--- config.mk ---
export PLATFORM = sky130hd
export DESIGN_NAME = wav_pcm16_stream_parser_top
export DESIGN_NICKNAME = d
export VERILOG_FILES = /design/src/rtl/core/wpsp_pkg.sv /design/src/rtl/core/wav_pcm16_stream_parser_top.sv
export SDC_FILE = /design/constraint.sdc
export NUM_CORES = 2
export LEC_CHECK = 0
export CORE_MARGIN = 1
export CORE_UTILIZATION = 45
export DETAILED_ROUTE_END_ITERATION = 8
export DONT_BUFFER_PORTS = 1
export SYNTH_ARGS = -nofsm -noshare
export SYNTH_HDL_FRONTEND = slang
export SYNTH_SLANG_ARGS = --single-unit
--- constraint.sdc ---
create_clock -name clock -period 7.85 [get_ports clock]
set_input_delay 0.785 -clock clock [delete_from_list [all_inputs] [get_ports clock]]
set_output_delay 0.785 -clock clock [all_outputs]
set_load 0.05 [all_outputs]
--- src/rtl/core/wpsp_pkg.sv ---
package wpsp_pkg;

   // Chunk identifiers as they appear after four little-endian bytes
   localparam logic [31:0] ID_RIFF = 32'h4646_4952;
   localparam logic [31:0] ID_WAVE = 32'h4556_4157;
   localparam logic [31:0] ID_FMT  = 32'h2074_6D66;
   localparam logic [31:0] ID_DATA = 32'h6174_6164;

   localparam logic [31:0] RATE_RESET    = 32'd48000;
   localparam logic [15:0] FMT_PCM       = 16'd1;
   localparam logic [15:0] PCM_BITS      = 16'd16;
   localparam logic [31:0] FMT_BASE_SIZE = 32'd16;
   localparam logic [30:0] FRAMES_MAX    = 31'h7FFF_FFFF;

   // Status codes
   localparam logic [3:0] ST_OK          = 4'd0;
   localparam logic [3:0] ST_SHORT_HDR   = 4'd1;
   localparam logic [3:0] ST_NOT_RIFF    = 4'd2;
   localparam logic [3:0] ST_NOT_WAVE    = 4'd3;
   localparam logic [3:0] ST_NO_FMT      = 4'd4;
   localparam logic [3:0] ST_UNSUPPORTED = 4'd5;
   localparam logic [3:0] ST_NO_DATA     = 4'd6;
   localparam logic [3:0] ST_TRUNCATED   = 4'd7;
   localparam logic [3:0] ST_BAD_ALIGN   = 4'd8;

   // Result queue
   localparam int RSP_DEPTH  = 4;
   localparam int RSP_PTR_W  = $clog2(RSP_DEPTH);
   localparam int RSP_CNT_W  = $clog2(RSP_DEPTH + 1);
   localparam int RSP_DATA_W = 88;

   typedef struct packed {
      logic               is_status;
      logic signed [15:0] sample;
      logic [15:0]        channel_index;
      logic [3:0]         status;
      logic [15:0]        channel_count;
      logic [30:0]        frame_count;
      logic               run_end;
   } rsp_item_type;

endpackage

--- src/rtl/core/wav_pcm16_stream_parser_top.sv ---
// Channel  | Direction | tdata (low bit up)                         | tuser     | tlast
// ---------+-----------+--------------------------------------------+-----------+------------
// req_     | in        | byte_value[7:0]                            | -         | end_of_file
// rsp_     | out       | sample, channel_index, status,             | is_status | run_end
//          |           | channel_count, frame_count, 5 zero bits    |           |
// csr_     | in        | csr_wdata = required_rate[31:0]            | -         | -
//
// One request per cycle while req_tready is high: every byte is parsed in the cycle it is accepted.
// A byte yields zero, one or two results (a sample, the status, or both); they
// drain one per cycle while rsp_tready is high, through a four-entry result
// queue, and req_tready drops only when fewer than two queue entries are free.
// Reset is synchronous and active high; it restores the parser state, empties
// the queue and sets required_rate to 48000. No clearing pass is needed.
// Stalls on rsp_ hold the queue head; parsing continues until fewer than two queue entries are free.
module wav_pcm16_stream_parser_top (
   input  logic                             clock,
   input  logic                             reset,
   // request stream
   input  logic                             req_tvalid,
   output logic                             req_tready,
   input  logic [7:0]                       req_tdata,   // [7:0] byte_value
   input  logic                             req_tlast,   // end_of_file
   // result stream
   output logic                             rsp_tvalid,
   input  logic                             rsp_tready,
   // [15:0] sample, [31:16] channel_index, [35:32] status,
   // [51:36] channel_count, [82:52] frame_count, [87:83] zero
   output logic [wpsp_pkg::RSP_DATA_W-1:0]  rsp_tdata,
   output logic                             rsp_tuser,   // is_status
   output logic                             rsp_tlast,   // run_end
   // configuration
   input  logic                             csr_we,
   input  logic [31:0]                      csr_wdata    // required_rate
);

   typedef enum logic [2:0] {
      PH_RIFF,
      PH_FMT,
      PH_SKIP,
      PH_DHDR,
      PH_DATA,
      PH_TAIL,
      PH_FAIL
   } phase_type;

   localparam int PTR_W = wpsp_pkg::RSP_PTR_W;
   localparam int CNT_W = wpsp_pkg::RSP_CNT_W;

   // configuration register
   logic [31:0] required_rate_ff;

   // parser state
   phase_type   phase_ff, phase_in;
   logic [4:0]  sbc_ff, sbc_in;
   logic [31:0] shift_ff, shift_in;
   logic [31:0] fmt_size_ff, fmt_size_in;
   logic [31:0] skip_ff, skip_in;
   logic [15:0] afmt_ff, afmt_in;
   logic [15:0] chans_ff, chans_in;
   logic [15:0] bits_ff, bits_in;
   logic [31:0] rate_ff, rate_in;
   logic [15:0] align_ff, align_in;
   logic [31:0] dsize_ff, dsize_in;
   logic [31:0] drx_ff, drx_in;
   logic [31:0] fstart_ff, fstart_in;
   logic [15:0] offset_ff, offset_in;
   logic [30:0] frames_ff, frames_in;
   logic [7:0]  low_ff, low_in;
   logic [3:0]  err_ff, err_in;

   // per-byte results
   logic                      req_fire;
   logic                      smp_emit;
   wpsp_pkg::rsp_item_type    res0, res1;
   logic [1:0]                push_n;

   // result queue
   wpsp_pkg::rsp_item_type    q_mem [wpsp_pkg::RSP_DEPTH];
   logic [PTR_W-1:0]          wr_ff, rd_ff;
   logic [CNT_W-1:0]          cnt_ff;
   logic                      pop;
   wpsp_pkg::rsp_item_type    head;

   assign req_fire = req_tvalid && req_tready;

   // Parse one byte: update the phase and the header fields, produce results.
   always_comb begin
      logic [4:0]  pos;
      logic        fits;
      logic [16:0] off_nx;
      logic [31:0] drx_nx;
      logic [3:0]  st;
      logic signed [15:0] smp_val;
      logic [15:0] smp_ch;

      phase_in  = phase_ff;
      sbc_in    = sbc_ff;
      shift_in  = shift_ff;
      fmt_size_in = fmt_size_ff;
      skip_in   = skip_ff;
      afmt_in   = afmt_ff;
      chans_in  = chans_ff;
      bits_in   = bits_ff;
      rate_in   = rate_ff;
      align_in  = align_ff;
      dsize_in  = dsize_ff;
      drx_in    = drx_ff;
      fstart_in = fstart_ff;
      offset_in = offset_ff;
      frames_in = frames_ff;
      low_in    = low_ff;
      err_in    = err_ff;
      smp_emit  = 1'b0;
      smp_val   = '0;
      smp_ch    = '0;
      st        = wpsp_pkg::ST_OK;

      pos    = sbc_ff;
      fits   = ({1'b0, fstart_ff} + {17'd0, align_ff}) <= {1'b0, dsize_ff};
      off_nx = {1'b0, offset_ff} + 17'd1;
      drx_nx = drx_ff + 32'd1;

      // Shift in header bytes, little endian
      if (phase_ff == PH_RIFF || phase_ff == PH_FMT || phase_ff == PH_DHDR) begin
         shift_in = {req_tdata, shift_ff[31:8]};
      end

      case (phase_ff)
         PH_RIFF: begin
            sbc_in = pos + 5'd1;
            if (pos == 5'd3 && shift_in != wpsp_pkg::ID_RIFF) begin
               err_in   = wpsp_pkg::ST_NOT_RIFF;
               phase_in = PH_FAIL;
            end else if (pos == 5'd11) begin
               if (shift_in != wpsp_pkg::ID_WAVE) begin
                  err_in   = wpsp_pkg::ST_NOT_WAVE;
                  phase_in = PH_FAIL;
               end else begin
                  phase_in = PH_FMT;
                  sbc_in   = '0;
               end
            end
         end
         PH_FMT: begin
            sbc_in = pos + 5'd1;
            if (pos == 5'd3 && shift_in != wpsp_pkg::ID_FMT) begin
               err_in   = wpsp_pkg::ST_NO_FMT;
               phase_in = PH_FAIL;
            end else if (pos == 5'd7) begin
               fmt_size_in = shift_in;
            end else if (pos == 5'd9) begin
               afmt_in = shift_in[31:16];
            end else if (pos == 5'd11) begin
               chans_in = shift_in[31:16];
            end else if (pos == 5'd15) begin
               rate_in = shift_in;
            end else if (pos == 5'd21) begin
               align_in = shift_in[31:16];
            end else if (pos == 5'd23) begin
               bits_in = shift_in[31:16];
               // Check the format once the last fixed fmt field is in
               if (fmt_size_ff < wpsp_pkg::FMT_BASE_SIZE || afmt_ff != wpsp_pkg::FMT_PCM ||
                   bits_in != wpsp_pkg::PCM_BITS || rate_ff != required_rate_ff) begin
                  err_in   = wpsp_pkg::ST_UNSUPPORTED;
                  phase_in = PH_FAIL;
               end else if (align_ff == 16'd0 ||
                            {1'b0, align_ff} < {chans_ff, 1'b0}) begin
                  err_in   = wpsp_pkg::ST_BAD_ALIGN;
                  phase_in = PH_FAIL;
               end else begin
                  skip_in = (fmt_size_ff - wpsp_pkg::FMT_BASE_SIZE) +
                            {31'd0, fmt_size_ff[0]};
                  if (skip_in == 32'd0) begin
                     phase_in = PH_DHDR;
                     sbc_in   = '0;
                  end else begin
                     phase_in = PH_SKIP;
                  end
               end
            end
         end
         PH_SKIP: begin
            skip_in = skip_ff - 32'd1;
            if (skip_in == 32'd0) begin
               phase_in = PH_DHDR;
               sbc_in   = '0;
            end
         end
         PH_DHDR: begin
            sbc_in = pos + 5'd1;
            if (pos == 5'd3 && shift_in != wpsp_pkg::ID_DATA) begin
               err_in   = wpsp_pkg::ST_NO_DATA;
               phase_in = PH_FAIL;
            end else if (pos == 5'd7) begin
               dsize_in  = shift_in;
               drx_in    = '0;
               fstart_in = '0;
               offset_in = '0;
               phase_in  = (shift_in == 32'd0) ? PH_TAIL : PH_DATA;
            end
         end
         PH_DATA: begin
            if ({1'b0, offset_ff} < {chans_ff, 1'b0}) begin
               if (!offset_ff[0]) begin
                  low_in = req_tdata;
               end else if (fits) begin
                  smp_emit = 1'b1;
                  smp_val  = {req_tdata, low_ff};
                  smp_ch   = {1'b0, offset_ff[15:1]};
               end
            end
            drx_in = drx_nx;
            if (off_nx >= {1'b0, align_ff}) begin
               offset_in = '0;
               fstart_in = drx_nx;
               if (fits && frames_ff < wpsp_pkg::FRAMES_MAX) begin
                  frames_in = frames_ff + 31'd1;
               end
            end else begin
               offset_in = off_nx[15:0];
            end
            if (drx_nx == dsize_ff) begin
               phase_in = PH_TAIL;
            end
         end
         default: begin
         end
      endcase

      case (phase_in)
         PH_RIFF, PH_FMT: st = wpsp_pkg::ST_SHORT_HDR;
         PH_SKIP, PH_DHDR: st = wpsp_pkg::ST_NO_DATA;
         PH_DATA: st = wpsp_pkg::ST_TRUNCATED;
         PH_TAIL: st = wpsp_pkg::ST_OK;
         default: st = err_in;
      endcase

      res1.is_status     = 1'b1;
      res1.sample        = '0;
      res1.channel_index = '0;
      res1.status        = st;
      res1.channel_count = chans_in;
      res1.frame_count   = frames_in;
      res1.run_end       = 1'b1;

      if (smp_emit) begin
         res0.is_status     = 1'b0;
         res0.sample        = smp_val;
         res0.channel_index = smp_ch;
         res0.status        = '0;
         res0.channel_count = '0;
         res0.frame_count   = '0;
         res0.run_end       = !req_tlast;
      end else begin
         res0 = res1;
      end

      push_n = req_fire ? ({1'b0, smp_emit} + {1'b0, req_tlast}) : 2'd0;

      // Drop all parse state after the last byte of the file
      if (req_tlast) begin
         phase_in  = PH_RIFF;
         sbc_in    = '0;
         shift_in  = '0;
         fmt_size_in = '0;
         skip_in   = '0;
         afmt_in   = '0;
         chans_in  = '0;
         bits_in   = '0;
         rate_in   = '0;
         align_in  = '0;
         dsize_in  = '0;
         drx_in    = '0;
         fstart_in = '0;
         offset_in = '0;
         frames_in = '0;
         low_in    = '0;
         err_in    = wpsp_pkg::ST_OK;
      end
   end

   // Parse state advances only on an accepted request; the rate register on a csr_we write.
   always_ff @(posedge clock) begin
      if (reset) begin
         required_rate_ff <= wpsp_pkg::RATE_RESET;
         phase_ff  <= PH_RIFF;
         sbc_ff    <= '0;
         shift_ff  <= '0;
         fmt_size_ff <= '0;
         skip_ff   <= '0;
         afmt_ff   <= '0;
         chans_ff  <= '0;
         bits_ff   <= '0;
         rate_ff   <= '0;
         align_ff  <= '0;
         dsize_ff  <= '0;
         drx_ff    <= '0;
         fstart_ff <= '0;
         offset_ff <= '0;
         frames_ff <= '0;
         low_ff    <= '0;
         err_ff    <= wpsp_pkg::ST_OK;
      end else begin
         if (csr_we) begin
            required_rate_ff <= csr_wdata;
         end
         if (req_fire) begin
            phase_ff  <= phase_in;
            sbc_ff    <= sbc_in;
            shift_ff  <= shift_in;
            fmt_size_ff <= fmt_size_in;
            skip_ff   <= skip_in;
            afmt_ff   <= afmt_in;
            chans_ff  <= chans_in;
            bits_ff   <= bits_in;
            rate_ff   <= rate_in;
            align_ff  <= align_in;
            dsize_ff  <= dsize_in;
            drx_ff    <= drx_in;
            fstart_ff <= fstart_in;
            offset_ff <= offset_in;
            frames_ff <= frames_in;
            low_ff    <= low_in;
            err_ff    <= err_in;
         end
      end
   end

   // Result queue: up to two writes per cycle, one read.
   assign pop        = rsp_tvalid && rsp_tready;
   assign req_tready = cnt_ff <= CNT_W'(wpsp_pkg::RSP_DEPTH - 2);
   assign rsp_tvalid = cnt_ff != '0;

   always_ff @(posedge clock) begin
      if (push_n != 2'd0) begin
         q_mem[wr_ff] <= res0;
      end
      if (push_n == 2'd2) begin
         q_mem[PTR_W'(wr_ff + PTR_W'(1))] <= res1;
      end
   end

   always_ff @(posedge clock) begin
      if (reset) begin
         wr_ff  <= '0;
         rd_ff  <= '0;
         cnt_ff <= '0;
      end else begin
         wr_ff  <= PTR_W'(wr_ff + PTR_W'(push_n));
         if (pop) begin
            rd_ff <= PTR_W'(rd_ff + PTR_W'(1));
         end
         cnt_ff <= CNT_W'(cnt_ff + CNT_W'(push_n) - CNT_W'(pop));
      end
   end

   assign head      = q_mem[rd_ff];
   assign rsp_tdata = {5'd0, head.frame_count, head.channel_count, head.status,
                       head.channel_index, head.sample};
   assign rsp_tuser = head.is_status;
   assign rsp_tlast = head.run_end;

endmodule

==> results.cfg <==
[floorplan]
start_util_pct = 45.5
die_area_mm2 = 0.0858
pin_count = 138
num_rows = 106
dieHeight_um = 293
core_mm2 = 0.0837
dieWidth_um = 293

[clocking]
worstSkewPairLatency_ns = 0.65
cts_root_buf = clkbuf_16
ctsHoldBuffers = 0
cts_made_buffers = 79
cts_htree_levels = 3
post_cts_buffers = 0
cts.sinks = 716
post_cts_resized = 0
cts_tree = yes
cts_buffer_depth = 3
clk_pin_slew_worst_paths_ns = 0.06

[timing]
rsz0062_at_grt = false
slew_headroom_pct = 19.3
finalSetupViolCount = 0
tns_ns = 0
fmax_ghz = 0.145
finalHoldViolations = 0
period_needed_ns = 6.92
worstMarginPinSlew_ns = 1.21
setup_slack_ns = 0.935
finClkSkew_ns = 0.0342
maxSlewViolCount = 0
post-route-period-util_pct = 88.1
whs_ns = 0.232

[setup_path]
critPathTopFamily = compound AO/OA/AOI/OAI gates
critPathMaxStageDelay_ns = 0.66
endpoint_kind = register
cp.arrival_ns = 7.26
slowest_stage = or4_1
crit_required_ns = 8.19
crit_buf_inv = 4
path_cells = ha_1 -> a21o_1 -> a21oi_1 -> o21bai_1 -> a211oi_1 -> nor3_1 -> nor4bb_1 -> nor3b_1 -> o211ai_1 -> xnor2_1 -> ha_1 -> o21ai_0 -> o21ai_1 -> o211ai_1 -> nand4_1 -> or4_1 -> a2111oi_2 -> buf_4 -> ha_1 -> mux2_2 -> nand3_2 -> buf_4 -> inv_2 -> buf_4
worstSetupStartpointType = register
worstSetupPathType = reg -> reg
critPathMaxFanout = 33

[drt]
drt_iter0_drc = 2643
wl_per_cell_um = 22.3
drc = 0
wl_um = 114000
drtPass1Iterations = 5
avgViaCountPerCell = 6.01
drt.antenna.violating_nets = 0
vias = 30700

[synth]
synth_ff_type = dfxtp_1
syn_area_mm2 = 0.0381
yosys_warnings = 0
synthArstFlopShare_pct = 0
synth_top_family_by_area = simple AND/OR/NAND/NOR gates
avgSynthCellArea_um2 = 9.32
syn_inst = 4085
synth_cell_types = 97
synth_simple_gate_area_share_pct = 18.7
synthXorXnorAreaFrac_pct = 4.80
synthAdderAreaFrac_pct = 3.69
synthMuxAreaShare_pct = 8.89
synth_edf_count = 204
seq_area_frac_synth_pct = 43.0
synth-seq-cells = 716
synth-compound-area-share_pct = 16.3

[finish]
instances_no_fill = 5106
final_common_cell = dfxtp_1
multiInputGateArea_mm2 = 0.0201
fill_cells = 7835
drive_above_1_share_pct = 8.43
regArea_mm2 = 0.0164
synthToLayoutAreaGrowth_pct = 8.58
diodes = 0
num-nets-final = 4065
final_cell_mix = dfxtp_1 (510), nor2_1 (491), nand2_1 (347)

[place]
dpl.hpwl_um = 77700
place_congestion = 0.914
post-place-ws_ns = 0.967
port_buffers = 0
place_inst = 4961

[global_routing]
grt_max_degree = 307
track_usage_pct = 26.1
grt_pass1_vias = 28900
grt_pass1_wl_um = 176000
grt-ovfl-total = 0
antenna_found_initial = 0

[power]
power_density_mw_per_mm2 = 231
leakage_nw = 14.5
power_w = 0.00957
peakVddDrop_uv = 178

[hold_path]
min_path_type = in -> reg

[flow_run]
cap_violations = 0

[run_status]
status = complete, no violations
## area by class of cell
cell class	instances	share of cell area, %
Clock inverter	32	0.896
Timing Repair Buffer	57	1.10
Clock buffer	113	5.41
Inverter	111	1.01
Tap cell	1134	3.43
Multi-Input combinational cell	2943	48.5
Sequential cell	716	39.6
## registers in the layout (all words and copies together), names as in the netlist, 32 cells and up, named ones only
register / cells
drx_ff: 32
dsize_ff: 32
fmt_size_ff: 32
fstart_ff: 32
q_mem: 336
rate_ff: 32
required_rate_ff: 32
shift_ff: 32
skip_ff: 32
## path summary, 6_finish.rpt
check / startpoint / to / slack [ns] / depth (start not counted)
max: align_ff[1]$_SDFFE_PP0P_ / q_mem[1][42]$_DFFE_PP_ / 0.93 / 24
min: reset / frames_ff[26]$_SDFFE_PP0P_ / 0.23 / 1
max reg2reg: align_ff[1]$_SDFFE_PP0P_ / q_mem[1][42]$_DFFE_PP_ / 0.93 / 24
min reg2reg: q_mem[0][84]$_SDFFE_PP1P_ / q_mem[0][84]$_SDFFE_PP1P_ / 0.45 / 2
## power by group
| group | switching [W] | internal (W) |
|---|---|---|
| Clock | 0.00161 | 0.00215 |
| Sequential | 0.000150 | 0.00390 |
| Combinational | 0.00123 | 0.000531 |
## routing by layer
| metal | vias to the layer above | GRT usage (%) | share of wire [%] | wire length (um) |
|---|---|---|---|---|
| met1 | 14900 | 35.4 | 44 | 50700 |
| met2 | 923 | 42.5 | 47 | 53400 |
| met5 | - | 0 | 0 | 0 |
| li1 | 14700 | - | - | - |
| met3 | 178 | 3.94 | 5.8 | 6620 |
| met4 | 0 | 8.34 | 2.9 | 3320 |
## stage by stage
step	utilization (%)	area, um2
after floorplan	-	38100
after global placement	46.3	38700
after detailed placement	46.3	38700
after CTS	49.4	41300
after global routing	49.4	41300
final	49.4	41300
## kinds of logic (layout without fill, tap and decap cells)
family / Yosys count / in the layout
buffers and inverters: 431 / 313
DFF: 716 / 716
and+or+nand+nor: 1452 / 1452
muxes: 233 / 233
AOI/OAI and AO/OA: 945 / 945
xor gates and xnor gates: 196 / 196
other: 1 / 6
adders and majority gates: 111 / 111
## synthesized netlist by cell type, drive strengths merged, types with 30 or more instances
master,instances,share of area [%]
a22o,131,3.0
o211ai,31,0.61
o21ai,175,2.3
or4,57,1.2
xor2,68,1.6
nor4,76,1.4
o31ai,52,1.0
nand3,88,1.2
clkbuf,228,2.3
inv,110,1.1
dfxtp,512,27
a21oi,306,4.0
a31oi,30,0.49
edfxtp,204,16
buf,92,1.2
or3,46,0.80
nor2,496,4.9
nor3,77,1.0
xnor2,120,2.8
ha,109,3.6
nand4,74,1.2
mux4,84,5.0
mux2i,148,3.9
o311ai,42,0.97
nand2,348,3.4
Power figures use the tool's default switching activity.
